File: src/hdl/sps_pkg.sv
// ----------------------------------------------------------------------------
// sps_pkg: shared definitions for the smoothed peak search unit
// Field widths, register indexes, reset values and the control structs that
// pass between the sequencer, the datapath and the result buffer.
// ----------------------------------------------------------------------------
package sps_pkg;

    localparam int DEF_MAX_COLUMNS = 128;
    localparam int DEF_MAX_FRAMES  = 32;
    localparam int DEF_SAMPLE_BITS = 16;

    localparam int MAX_ROWS   = 4096;
    localparam int MAX_PLANES = 1024;

    localparam int COL_W      = 8;
    localparam int ROW_W      = 13;
    localparam int PLANE_W    = 11;
    localparam int FRAME_W    = 6;
    localparam int ROW_CNT_W  = 12;
    localparam int PLANE_CNT_W = 10;

    localparam int CFG_IDX_W  = 2;
    localparam int CFG_DATA_W = 13;

    localparam logic [CFG_IDX_W-1:0] CFG_COLUMNS = 2'd0;
    localparam logic [CFG_IDX_W-1:0] CFG_ROWS    = 2'd1;
    localparam logic [CFG_IDX_W-1:0] CFG_PLANES  = 2'd2;
    localparam logic [CFG_IDX_W-1:0] CFG_FRAMES  = 2'd3;

    localparam int RST_COLUMNS = 128;
    localparam int RST_ROWS    = 128;
    localparam int RST_PLANES  = 1;
    localparam int RST_FRAMES  = 1;

    typedef struct packed {
        logic [COL_W-1:0]   col;
        logic [ROW_W-1:0]   row;
        logic [PLANE_W-1:0] plane;
        logic [FRAME_W-1:0] frame;
    } t_pos;

    localparam t_pos POS_RESET = '{col: COL_W'(1), row: ROW_W'(1),
                                   plane: PLANE_W'(1), frame: FRAME_W'(1)};

    // per-beat control from the sequencer to the datapath
    typedef struct packed {
        logic win;
        logic last;
        logic err;
        t_pos pos;
    } t_ctl;

    // result fields other than the sum
    typedef struct packed {
        logic status;
        t_pos pos;
    } t_info;

endpackage

File: src/hdl/sps_out_buf.sv
// ----------------------------------------------------------------------------
// sps_out_buf: two-entry result buffer
// Registers results toward the output channel so the input side keeps
// flowing while a result waits to be taken.
// ----------------------------------------------------------------------------
module sps_out_buf import sps_pkg::*; #(
    parameter int SAMPLE_BITS = DEF_SAMPLE_BITS
) (
    input  logic                          i_clk,
    input  logic                          i_rst_n,
    input  logic                          i_wr,
    input  t_info                         i_info,
    input  logic signed [SAMPLE_BITS+3:0] i_sum,
    output logic                          o_valid,
    input  logic                          i_ready,
    output t_info                         o_info,
    output logic signed [SAMPLE_BITS+3:0] o_sum,
    output logic [1:0]                    o_level
);

    localparam int SW = SAMPLE_BITS + 4;

    t_info                r_info [2];
    logic signed [SW-1:0] r_sum  [2];
    logic                 r_wptr, r_rptr;
    logic [1:0]           r_count;
    logic                 rd;

    assign rd      = o_valid && i_ready;
    assign o_valid = r_count != 2'd0;
    assign o_info  = r_info[r_rptr];
    assign o_sum   = r_sum[r_rptr];
    assign o_level = r_count;

    always_ff @(posedge i_clk) begin
        if (i_wr) begin
            r_info[r_wptr] <= i_info;
            r_sum[r_wptr]  <= i_sum;
        end
    end

    always_ff @(posedge i_clk) begin
        if (!i_rst_n) begin
            r_wptr  <= 1'b0;
            r_rptr  <= 1'b0;
            r_count <= 2'd0;
        end else begin
            if (i_wr) begin
                r_wptr <= ~r_wptr;
            end
            if (rd) begin
                r_rptr <= ~r_rptr;
            end
            if (i_wr && !rd) begin
                r_count <= r_count + 2'd1;
            end else if (!i_wr && rd) begin
                r_count <= r_count - 2'd1;
            end
        end
    end

    a_no_overflow: assert property (@(posedge i_clk) disable iff (!i_rst_n)
        i_wr && !rd |-> (r_count != 2'd2))
        else $error("result buffer overflow");

    a_fill_shows: assert property (@(posedge i_clk) disable iff (!i_rst_n)
        i_wr && (r_count == 2'd0) |=> o_valid && (o_sum == $past(i_sum)))
        else $error("written result not presented");

endmodule

File: config.mk
export PLATFORM = sky130hd
export DESIGN_NAME = sps_out_buf
export DESIGN_NICKNAME = d
export VERILOG_FILES = /design/src/hdl/sps_pkg.sv /design/src/hdl/sps_out_buf.sv
export SDC_FILE = /design/constraint.sdc
export NUM_CORES = 1
export LEC_CHECK = 0
export BUFFER_PORTS_ARGS = -buffer_cell sky130_fd_sc_hd__buf_2
export CAP_MARGIN = 20
export CORE_UTILIZATION = 35
export DETAILED_ROUTE_END_ITERATION = 12
export PLACE_DENSITY = 0.66
export SLEW_MARGIN = 25
export SYNTH_ARGS = -nofsm -noshare
export SYNTH_HDL_FRONTEND = slang
export SYNTH_SLANG_ARGS = --single-unit
File: constraint.sdc
create_clock -name i_clk -period 7.8 [get_ports i_clk]
set_input_delay 0.78 -clock i_clk [delete_from_list [all_inputs] [get_ports i_clk]]
set_output_delay 0.78 -clock i_clk [all_outputs]
set_load 0.1 [all_outputs]
==> results.cfg <==
[outcome]
outcome = finished, final reports clean

[grt]
grt_pass1_wl_um = 12160
overflow = 0
antenna_found_initial = 0
grt_max_degree = 60
grt_pass1_vias = 2434
grt_usage_pct = 12.95

[setup_path]
crit_buf_inv = 1
crit_arrival_ns = 2.11
crit_required_ns = 7.02
crit_chain = mux2_2 -> buf_2
timing.rr.start = r_wptr$_SDFFE_PN0P_
path_depth = 2
crit_family = flip-flops
cpPeakStageDelay_ns = 0.91
r2r_cells = 2
path_class = register to primary output
r2r_setup_slack_ns = 5.90
crit_fanout = 59
reg2reg_to = r_info[0][27]$_DFFE_PP_
start_kind = register
critPathSlowestCell = dfxtp_4
end_kind = primary output

[route]
first_iter_violations = 74
ant_nets = 0
avgRoutedWirePerCell_um = 15.18
vias_per_cell = 4.373
routed_wl_um = 8016
firstDrtPassIters = 4
vias = 2309
drcViolationCount = 0

[yosys]
synthesis.area_um2 = 4517
ys_seq_area_share_pct = 80.66
synth_cell_types = 18
synth-seq-cells = 123
yosys.area.top_type = edfxtp_1
synth_top_area_share_pct = 78.45
yosys_warnings = 0
avgSynthCellArea_um2 = 22.03
synth.net_count = 269
synthCells = 205
synthTopCellsByArea = edfxtp_1 78%, mux2_2 12%, mux2_4 3.3%

[timing]
final-max-slew-violation-count = 0
achievable-frequency_mhz = 345.8
setup_viol_count_final = 0
finalSetupTns_ns = 0
fin_crit_ns = 2.892
hold_viol = 0
fin_crit_sh_pct = 37.07
grt_setup_unrepaired = false
fin_skew_ns = 0.004564
setup_slack_ns = 4.908
relSlewSlack_pct = 42.30
worst_slew_pin_slew_ns = 0.8656

[place]
dpl_worst_slack_ns = 5.252
dp.cells = 496
gp_congestion = 0.6658
place_area_um2 = 5323
port_buffers = 124
hpwl_um = 4961

[clock_tree]
cts_tree = done
clock_sinks = 123
cts_resized = 0
cts_setup_buffers = 0
clock_latency_ns = 0.41
htreeDepth = 4
root_buffer = clkbuf_16
cts.path.max_buffers = 2
path_clk_slew_ns = 0.05
cts_hold_buf = 0
cts_buffers = 17

[floorplan]
io-pin-count = 125
core_area_um2 = 12620
start_util_pct = 35.79
die_area_um2 = 13360
die_h_um = 115.6
fp.dieW_um = 115.6
rows = 41

[worst_hold_path]
hold-path-cell-count = 2
hold-path-endpoint = o_level[1]$_SDFFE_PN0P_
worst_hold_path_type = register to register
min_from = o_level[1]$_SDFFE_PN0P_

[layout]
num-nets-final = 407
design_area_um2 = 6023
area_delta_synth_final_pct = 33.35
layout_common_cells = 124 x buf_2, 118 x edfxtp_1, 49 x mux2_2
multi_input_area_um2 = 824.5
fillers = 1098
final_common_cell = buf_2
antennaDiodeCount = 0
ff_latch_area_um2 = 3647
final_cells = 528
drive_above_1_share_pct = 61.52

[power_and_ir_drop]
p_total_mw = 2.721
p_leak_nw = 2.293
power_density_nw_per_um2 = 451.7
ir_drop_mv = 0.3195

[flow_run]
cap_violations = 0
## where the power goes
| group | switching (mW) | internal, mW |
|---|---|---|
| clock | 0.268 | 0.658 |
| combinational | 0.759 | 0.196 |
| sequential | 0.0678 | 0.772 |
| total | 1.09 | 1.63 |
## metal layers
metal  global-route usage, %  share of wire [%]
met3                   6.590                7.0
met1                   14.22                 42
met2                   20.72                 49
met4                   6.494                1.6
met5                       0                  0
## synthesized netlist by cell type
cell type	n
nor2b_1	2
xnor2_1	2
o21ai_0	1
and2_1	4
dfxtp_1	5
mux2_2	49
mux2_4	10
or3_1	1
buf_8	1
edfxtp_1	118
o21a_1	1
buf_2	4
a21boi_1	1
or2_2	1
ha_1	1
buf_6	2
xor2_1	1
o21ai_1	1
## stage by stage
stage / utilization, % / hold slack (ns)
after floorplan: - / 0.5522
final: 47.73 / 0.5440
after global routing: 47.73 / 0.5250
after detailed placement: 42.18 / 0.5348
after global placement: 42.18 / 0.4945
after CTS: 47.73 / 0.5274
## state kept, by name, indices dropped and copies added, names as in the netlist, named ones only
signal / cells
r_info: 78
r_wptr: 1
r_rptr: 1
r_sum: 40
o_level: 2
## cells by family (layout without fill, tap and decap cells)
family                   count (synthesis)  in the layout  synth area share [%]
buffers and inverters                    7            158                 1.274
adder cells (fa/ha/maj)                  1              1                0.2770
AO/OA/AOI/OAI                            4              4                0.5539
XOR/XNOR                                 3              3                0.5818
AND/OR/NAND/NOR                          8              8                 1.108
flip-flops                             123            123                 80.66
multiplexers                            59             59                 15.54
## layout make-up
class	count	area share (%)
clock inverter	15	4.570
sequential	123	60.55
timing repair buffer	126	10.55
multi-input combinational	75	13.69
clock buffer	17	7.063
tap	172	3.573
## worst max-delay path by stage
stage                        start                endpoint  slack, ns
final                     register              o_info[32]       4.91
after global routing      register              o_info[32]       4.78
after CTS                 register              o_info[27]       4.86
after detailed placement      i_wr  r_sum[0][15]$_DFFE_PP_       5.25
after global placement        i_wr  r_sum[0][15]$_DFFE_PP_       5.26
after floorplan               i_wr  r_info[0][0]$_DFFE_PP_       3.90
## worst min-delay path, delay by kind of cell (launching register included)
kind	cells	cell delay, ns
flops	1	0.34
compound gates	2	0.15
Power figures use the tool's default switching activity.
