===== src/hdl/sps_pkg.sv =====
// ----------------------------------------------------------------------------
// sps_pkg: shared definitions for the smoothed peak search unit
// Field widths, register indexes, reset values and the control structs that
// pass between the sequencer, the datapath and the result buffer.
// ----------------------------------------------------------------------------
package sps_pkg;

    localparam int DEF_MAX_COLUMNS = 128;
    localparam int DEF_MAX_FRAMES  = 32;
    localparam int DEF_SAMPLE_BITS = 16;

    localparam int MAX_ROWS   = 4096;
    localparam int MAX_PLANES = 1024;

    localparam int COL_W      = 8;
    localparam int ROW_W      = 13;
    localparam int PLANE_W    = 11;
    localparam int FRAME_W    = 6;
    localparam int ROW_CNT_W  = 12;
    localparam int PLANE_CNT_W = 10;

    localparam int CFG_IDX_W  = 2;
    localparam int CFG_DATA_W = 13;

    localparam logic [CFG_IDX_W-1:0] CFG_COLUMNS = 2'd0;
    localparam logic [CFG_IDX_W-1:0] CFG_ROWS    = 2'd1;
    localparam logic [CFG_IDX_W-1:0] CFG_PLANES  = 2'd2;
    localparam logic [CFG_IDX_W-1:0] CFG_FRAMES  = 2'd3;

    localparam int RST_COLUMNS = 128;
    localparam int RST_ROWS    = 128;
    localparam int RST_PLANES  = 1;
    localparam int RST_FRAMES  = 1;

    typedef struct packed {
        logic [COL_W-1:0]   col;
        logic [ROW_W-1:0]   row;
        logic [PLANE_W-1:0] plane;
        logic [FRAME_W-1:0] frame;
    } t_pos;

    localparam t_pos POS_RESET = '{col: COL_W'(1), row: ROW_W'(1),
                                   plane: PLANE_W'(1), frame: FRAME_W'(1)};

    // per-beat control from the sequencer to the datapath
    typedef struct packed {
        logic win;
        logic last;
        logic err;
        t_pos pos;
    } t_ctl;

    // result fields other than the sum
    typedef struct packed {
        logic status;
        t_pos pos;
    } t_info;

endpackage


===== src/hdl/sps_seq.sv =====
// ----------------------------------------------------------------------------
// sps_seq: configuration registers and position counters
// Holds the clamped volume sizes, walks frame, column, row and plane counters
// on each accepted beat and derives the store addresses and window flags.
// ----------------------------------------------------------------------------
module sps_seq import sps_pkg::*; #(
    parameter int MAX_COLUMNS = DEF_MAX_COLUMNS,
    parameter int MAX_FRAMES  = DEF_MAX_FRAMES
) (
    input  logic                          i_clk,
    input  logic                          i_rst_n,
    input  logic                          i_cfg_we,
    input  logic [CFG_IDX_W-1:0]          i_cfg_index,
    input  logic [CFG_DATA_W-1:0]         i_cfg_data,
    input  logic                          i_accept,
    output logic [$clog2(MAX_COLUMNS*MAX_FRAMES)-1:0] o_ls_addr,
    output logic [((MAX_FRAMES > 1) ? $clog2(MAX_FRAMES) : 1)-1:0] o_fr_addr,
    output t_ctl                          o_ctl
);

    localparam int CXW = $clog2(MAX_COLUMNS);
    localparam int FXW = (MAX_FRAMES > 1) ? $clog2(MAX_FRAMES) : 1;
    localparam int AW  = $clog2(MAX_COLUMNS*MAX_FRAMES);
    localparam int CCW = ((CXW > COL_W) ? CXW : COL_W) + 1;
    localparam int FCW = ((FXW > FRAME_W) ? FXW : FRAME_W) + 1;
    localparam int RCW = ROW_W + 1;
    localparam int PCW = PLANE_W + 1;
    localparam int RST_NC = (RST_COLUMNS < MAX_COLUMNS) ? RST_COLUMNS : MAX_COLUMNS;
    localparam int RST_NF = (RST_FRAMES < MAX_FRAMES) ? RST_FRAMES : MAX_FRAMES;

    logic [COL_W-1:0]       r_nc;
    logic [ROW_W-1:0]       r_nr;
    logic [PLANE_W-1:0]     r_np;
    logic [FRAME_W-1:0]     r_nf;
    logic [FXW-1:0]         r_fcnt, n_fcnt;
    logic [CXW-1:0]         r_ccnt, n_ccnt;
    logic [ROW_CNT_W-1:0]   r_rcnt, n_rcnt;
    logic [PLANE_CNT_W-1:0] r_pcnt, n_pcnt;
    logic [FCW-1:0]         f_next;
    logic [CCW-1:0]         c_next;
    logic [RCW-1:0]         r_next;
    logic [PCW-1:0]         p_next;
    logic                   last_f, last_x, last_y, last_p, last_all;

    function automatic logic [COL_W-1:0] clamp_cols(input logic [COL_W-1:0] v);
        logic [COL_W-1:0] res;
        res = v;
        if (v == '0) begin
            res = COL_W'(1);
        end else if (int'(v) > MAX_COLUMNS) begin
            res = COL_W'(MAX_COLUMNS);
        end
        return res;
    endfunction

    function automatic logic [ROW_W-1:0] clamp_rows(input logic [ROW_W-1:0] v);
        logic [ROW_W-1:0] res;
        res = v;
        if (v == '0) begin
            res = ROW_W'(1);
        end else if (int'(v) > MAX_ROWS) begin
            res = ROW_W'(MAX_ROWS);
        end
        return res;
    endfunction

    function automatic logic [PLANE_W-1:0] clamp_planes(input logic [PLANE_W-1:0] v);
        logic [PLANE_W-1:0] res;
        res = v;
        if (v == '0) begin
            res = PLANE_W'(1);
        end else if (int'(v) > MAX_PLANES) begin
            res = PLANE_W'(MAX_PLANES);
        end
        return res;
    endfunction

    function automatic logic [FRAME_W-1:0] clamp_frames(input logic [FRAME_W-1:0] v);
        logic [FRAME_W-1:0] res;
        res = v;
        if (v == '0) begin
            res = FRAME_W'(1);
        end else if (int'(v) > MAX_FRAMES) begin
            res = FRAME_W'(MAX_FRAMES);
        end
        return res;
    endfunction

    // sizes, clamped at write time
    always_ff @(posedge i_clk) begin
        if (!i_rst_n) begin
            r_nc <= COL_W'(RST_NC);
            r_nr <= ROW_W'(RST_ROWS);
            r_np <= PLANE_W'(RST_PLANES);
            r_nf <= FRAME_W'(RST_NF);
        end else if (i_cfg_we) begin
            case (i_cfg_index)
                CFG_COLUMNS: r_nc <= clamp_cols(i_cfg_data[COL_W-1:0]);
                CFG_ROWS:    r_nr <= clamp_rows(i_cfg_data[ROW_W-1:0]);
                CFG_PLANES:  r_np <= clamp_planes(i_cfg_data[PLANE_W-1:0]);
                CFG_FRAMES:  r_nf <= clamp_frames(i_cfg_data[FRAME_W-1:0]);
                default: ;
            endcase
        end
    end

    always_comb begin
        f_next   = FCW'(r_fcnt) + FCW'(1);
        c_next   = CCW'(r_ccnt) + CCW'(1);
        r_next   = RCW'(r_rcnt) + RCW'(1);
        p_next   = PCW'(r_pcnt) + PCW'(1);
        last_f   = f_next >= FCW'(r_nf);
        last_x   = c_next >= CCW'(r_nc);
        last_y   = r_next >= RCW'(r_nr);
        last_p   = p_next >= PCW'(r_np);
        last_all = last_f && last_x && last_y && last_p;

        n_fcnt = r_fcnt;
        n_ccnt = r_ccnt;
        n_rcnt = r_rcnt;
        n_pcnt = r_pcnt;
        if (!last_f) begin
            n_fcnt = FXW'(f_next);
        end else begin
            n_fcnt = '0;
            if (!last_x) begin
                n_ccnt = CXW'(c_next);
            end else begin
                n_ccnt = '0;
                if (!last_y) begin
                    n_rcnt = ROW_CNT_W'(r_next);
                end else begin
                    n_rcnt = '0;
                    n_pcnt = last_p ? '0 : PLANE_CNT_W'(p_next);
                end
            end
        end
    end

    always_ff @(posedge i_clk) begin
        if (!i_rst_n) begin
            r_fcnt <= '0;
            r_ccnt <= '0;
            r_rcnt <= '0;
            r_pcnt <= '0;
        end else if (i_accept) begin
            r_fcnt <= n_fcnt;
            r_ccnt <= n_ccnt;
            r_rcnt <= n_rcnt;
            r_pcnt <= n_pcnt;
        end
    end

    always_comb begin
        o_ls_addr       = AW'(AW'(r_ccnt) * AW'(MAX_FRAMES)) + AW'(r_fcnt);
        o_fr_addr       = r_fcnt;
        o_ctl.win       = (r_rcnt >= ROW_CNT_W'(2)) && (r_ccnt >= CXW'(2));
        o_ctl.last      = last_all;
        o_ctl.err       = (r_nr < ROW_W'(3)) || (r_nc < COL_W'(3));
        o_ctl.pos.col   = COL_W'(r_ccnt);
        o_ctl.pos.row   = ROW_W'(r_rcnt);
        o_ctl.pos.plane = PLANE_W'(r_pcnt) + PLANE_W'(1);
        o_ctl.pos.frame = FRAME_W'(r_fcnt) + FRAME_W'(1);
    end

    a_rearm: assert property (@(posedge i_clk) disable iff (!i_rst_n)
        i_accept && last_all |=>
            (r_fcnt == '0) && (r_ccnt == '0) && (r_rcnt == '0) && (r_pcnt == '0))
        else $error("counters not cleared after final voxel");

endmodule


===== config.mk =====
export PLATFORM = sky130hd
export DESIGN_NAME = sps_seq
export DESIGN_NICKNAME = d
export VERILOG_FILES = /design/src/hdl/sps_pkg.sv /design/src/hdl/sps_seq.sv
export SDC_FILE = /design/constraint.sdc
export NUM_CORES = 1
export LEC_CHECK = 0
export BUFFER_PORTS_ARGS = -buffer_cell sky130_fd_sc_hd__buf_2
export CAP_MARGIN = 15
export CELL_PAD_IN_SITES_DETAIL_PLACEMENT = 2
export CELL_PAD_IN_SITES_GLOBAL_PLACEMENT = 2
export CORE_ASPECT_RATIO = 0.75
export CORE_MARGIN = 2
export CORE_UTILIZATION = 36
export DETAILED_ROUTE_END_ITERATION = 8
export PLACE_DENSITY = 0.86
export SYNTH_ARGS = -nofsm -noshare
export SYNTH_HDL_FRONTEND = slang
export SYNTH_SLANG_ARGS = --single-unit
export TNS_END_PERCENT = 1

===== constraint.sdc =====
create_clock -name i_clk -period 5.9 [get_ports i_clk]
set_input_delay 1.18 -clock i_clk [delete_from_list [all_inputs] [get_ports i_clk]]
set_output_delay 1.18 -clock i_clk [all_outputs]
set_load 0.005 [all_outputs]

==> impl_metrics.env <==
export IMPL_outcome="complete, no violations"
export IMPL_use_met3_pct=4.204
export IMPL_synth_seq_cells=72
export IMPL_post_cts_buffers=0
export IMPL_r2r_setup_slack_ns=2.18
export IMPL_path_class="register to output pin"
export IMPL_met2_usage_pct=43.39
export IMPL_synth_most_common_cell="dfxtp_1"
export IMPL_drc=0
export IMPL_finalNetCount=672
export IMPL_hold_buffers=0
export IMPL_worstPathMaxFanout=34
export IMPL_finClkSkew_ns=0.006351
export IMPL_startpoint_type="register"
export IMPL_synth_fa_ha_area_share_pct=12.54
export IMPL_vias_per_cell=5.595
export IMPL_min_path_cells=2
export IMPL_area_growth_pct=15.74
export IMPL_finalCritPeriodShare_pct=76.95
export IMPL_synthArstFlopShare_pct=0
export IMPL_synthCells=560
export IMPL_portBuffers=74
export IMPL_grt_pass1_wl_um=25620
export IMPL_synth_top_area_share_pct=31.54
export IMPL_htree_num_levels=3
export IMPL_synth_xor_xnor_area_share_pct=5.557
export IMPL_grt_pass1_vias=4776
export IMPL_grt_setup_unrepaired="false"
export IMPL_hold_class="register to register"
export IMPL_worstReg2RegStart="r_ccnt[0]"
export IMPL_clk_pin_slew_ns=0.06
export IMPL_rows=35
export IMPL_setup_violations=0
export IMPL_comb_power_share_pct=15.3
export IMPL_wl_per_cell_um=20.49
export IMPL_place_ws_ns=1.863
export IMPL_ys_seq_area_share_pct=31.54
export IMPL_vias=4353
export IMPL_relSlewSlack_pct=26.83
export IMPL_crit_slowest_cell="dfxtp_1"
export IMPL_power_switching_mw=0.3652
export IMPL_initial_core_util_pct=37.01
export IMPL_required_ns=4.72
export IMPL_syn_area_sq_um=4571
export IMPL_fmax_mhz=220.3
export IMPL_powerDensity_nw_per_um2=255.3
export IMPL_die_y_um=101.6
export IMPL_path_cells="ha_1 > nand3_1 > nor2_1 > xor2_1 > ha_1 > a21oi_1 > o21a_1 > o21ai_0 > a21oi_2 > buf_4 > nor4_1 > buf_2"
export IMPL_rr_endpoint="r_pcnt[4]"
export IMPL_synthSimpleGateAreaFrac_pct=23.24
export IMPL_cp_common_cell="ha_1"
export IMPL_arrival_ns=3.36
export IMPL_die_area_sq_um=13620
export IMPL_drtPass1Iterations=4
export IMPL_synth_area_leaders="dfxtp_1, ha_1, a21oi_1"
export IMPL_numCtsBuffers=9
export IMPL_netSwitchingFraction_pct=27.04
export IMPL_synth_edf_count=0
export IMPL_busiest_layer="met2"
export IMPL_avgSynthCellArea_sq_um=8.162
export IMPL_yosysWarningCount=0
export IMPL_muxShareOfSynthArea_pct=1.095
export IMPL_final_setup_tns_ns=0
export IMPL_leakagePower_nw=2.299
export IMPL_crit_path_end_kind="output pin"
export IMPL_grt_use_total_pct=23.98
export IMPL_ctsLongestPathBuffers=2
export IMPL_die_x_um=134.1
export IMPL_fin_ws_ns=1.360
export IMPL_p_int_mw=0.9854
export IMPL_cts_tree="yes"
export IMPL_gp_congestion=0.8803
export IMPL_root_buffer="clkbuf_16"
export IMPL_synth_compound_area_share_pct=16.92
export IMPL_cpPeakStageDelay_ns=0.48
export IMPL_ant_nets=0
export IMPL_layout_drive_gt1_share_pct=16.18
export IMPL_hpwl_um=11460
export IMPL_core_area_sq_um=12350
export IMPL_slew_viol_final=0
export IMPL_clock_latency_ns=0.33
export IMPL_antenna_cells=0
export IMPL_min_period_ns=4.540
export IMPL_maxCapViolCount=0
export IMPL_hold_violations=0
export IMPL_cts_resized_gates=0
export IMPL_hold_end="r_nf[1]"
export IMPL_worstHoldStart="r_nf[1]"
export IMPL_p_clk_share_pct=46.3
export IMPL_drt_initial_drc_count=156
export IMPL_synth_top_family_by_area="simple AND/OR/NAND/NOR gates"
export IMPL_grtUsageMet1_pct=29.85
export IMPL_io_pins=77
export IMPL_synth_ff_type="dfxtp_1"
export IMPL_overflow=0
export IMPL_cts_sinks=72
export IMPL_power_frac_seq_pct=38.4
export IMPL_r2r_cells=11
export IMPL_netlist_cell_type_count=58
export IMPL_antenna_found_initial=0
export IMPL_ys_top_cells_by_count="dfxtp_1, inv_1, nor2_1"
export IMPL_peakVddDrop_mv=0.1521
export IMPL_yosys_area_top_type="dfxtp_1"
export IMPL_worstMarginPinSlew_ns=1.094
export IMPL_wirelength_um=15940
export IMPL_grt_max_degree=35
==> metal layers <==
metal | wire length, um | share of wire [%]
met5 | 0 | 0
met4 | 192 | 1.2
met3 | 454 | 2.8
met2 | 7967 | 50
met1 | 7324 | 46
==> state kept, by name (all words and copies together), names as in the netlist <==
register	flops
o_fr_addr	5
r_ccnt	7
r_nc	8
r_nf	6
r_np	11
r_nr	13
r_pcnt	10
r_rcnt	12
==> critical path, delay by kind of cell (launching register included) <==
kind / cells / cell delay (ns)
compound gates: 4 / 0.64
simple gates: 3 / 0.60
fa+ha+maj: 2 / 0.59
buf+inv: 2 / 0.51
flops: 1 / 0.48
xor+xnor: 1 / 0.22
==> layout by cell type (no fill, tap or decap), types with 6 or more instances in the layout <==
| cell | instances |
|---|---|
| ha_1 | 45 |
| xnor2_1 | 12 |
| buf_2 | 74 |
| nand3_1 | 28 |
| inv_1 | 51 |
| a22o_1 | 9 |
| nand2b_1 | 6 |
| nand4_1 | 7 |
| nor3_1 | 10 |
| dfxtp_1 | 72 |
| a211oi_1 | 8 |
| and3_1 | 8 |
| a21oi_1 | 42 |
| o21ai_1 | 8 |
| nand2_1 | 38 |
| nor4_1 | 10 |
| xor2_1 | 17 |
| clkbuf_16 | 9 |
| a31oi_1 | 9 |
| nor2_1 | 47 |
| a21o_1 | 6 |
| nor3b_1 | 10 |
==> worst max-delay path by stage <==
stage / start / to / slack [ns] / cells after the start
finish: r_rcnt[0] / o_ctl[39] / 1.36 / 12
global route: r_rcnt[0] / o_ctl[39] / 1.06 / 12
CTS: r_rcnt[1] / o_ctl[39] / 1.34 / 12
detailed placement: r_rcnt[0] / o_ctl[39] / 1.86 / 11
global placement: r_rcnt[0] / o_ctl[39] / 2.02 / 12
floorplan: r_rcnt[4] / o_ctl[39] / 2.05 / 13
==> cell type report <==
class / instances / area [sq um]
Fill cell: 1430 / 7059
Multi-Input combinational cell: 397 / 2724
Sequential cell: 72 / 1441
Timing Repair Buffer: 77 / 390.4
Clock buffer: 10 / 229.0
Tap cell: 166 / 207.7
Inverter: 51 / 191.4
Clock inverter: 5 / 106.4
==> power groups by stage <==
stage                     Combinational [mW]  Sequential [mW]  Clock (mW)
after CTS                              0.210            0.518       0.641
after floorplan                        0.137            0.522           0
after global routing                   0.228            0.520       0.661
after global placement                 0.187            0.526           0
final                                  0.207            0.518       0.625
after detailed placement               0.205            0.528           0
==> kinds of logic (layout without fill, tap and decap cells) <==
group / count (synthesis) / after routing
simple gates: 197 / 197
compound gates: 118 / 118
buf+inv: 92 / 143
flops: 72 / 72
fa+ha+maj: 46 / 46
xor+xnor: 29 / 29
mux: 5 / 5
other cells: 1 / 2
==> stage by stage <==
stage               cells  instance area [sq um]  power [mW]  utilization (%)  hold WS, ns
finish                778                   5290       1.351            42.84       0.4967
global route          778                   5290       1.409            42.84       0.5242
CTS                   777                   5285       1.368            42.80       0.4851
detailed placement    762                   4950      0.7334            40.08       0.4635
global placement      762                   4950      0.7131            40.08       0.4468
floorplan             561                   4574      0.6591                -       0.4319
Note: power is estimated with default switching activity, not from simulation.
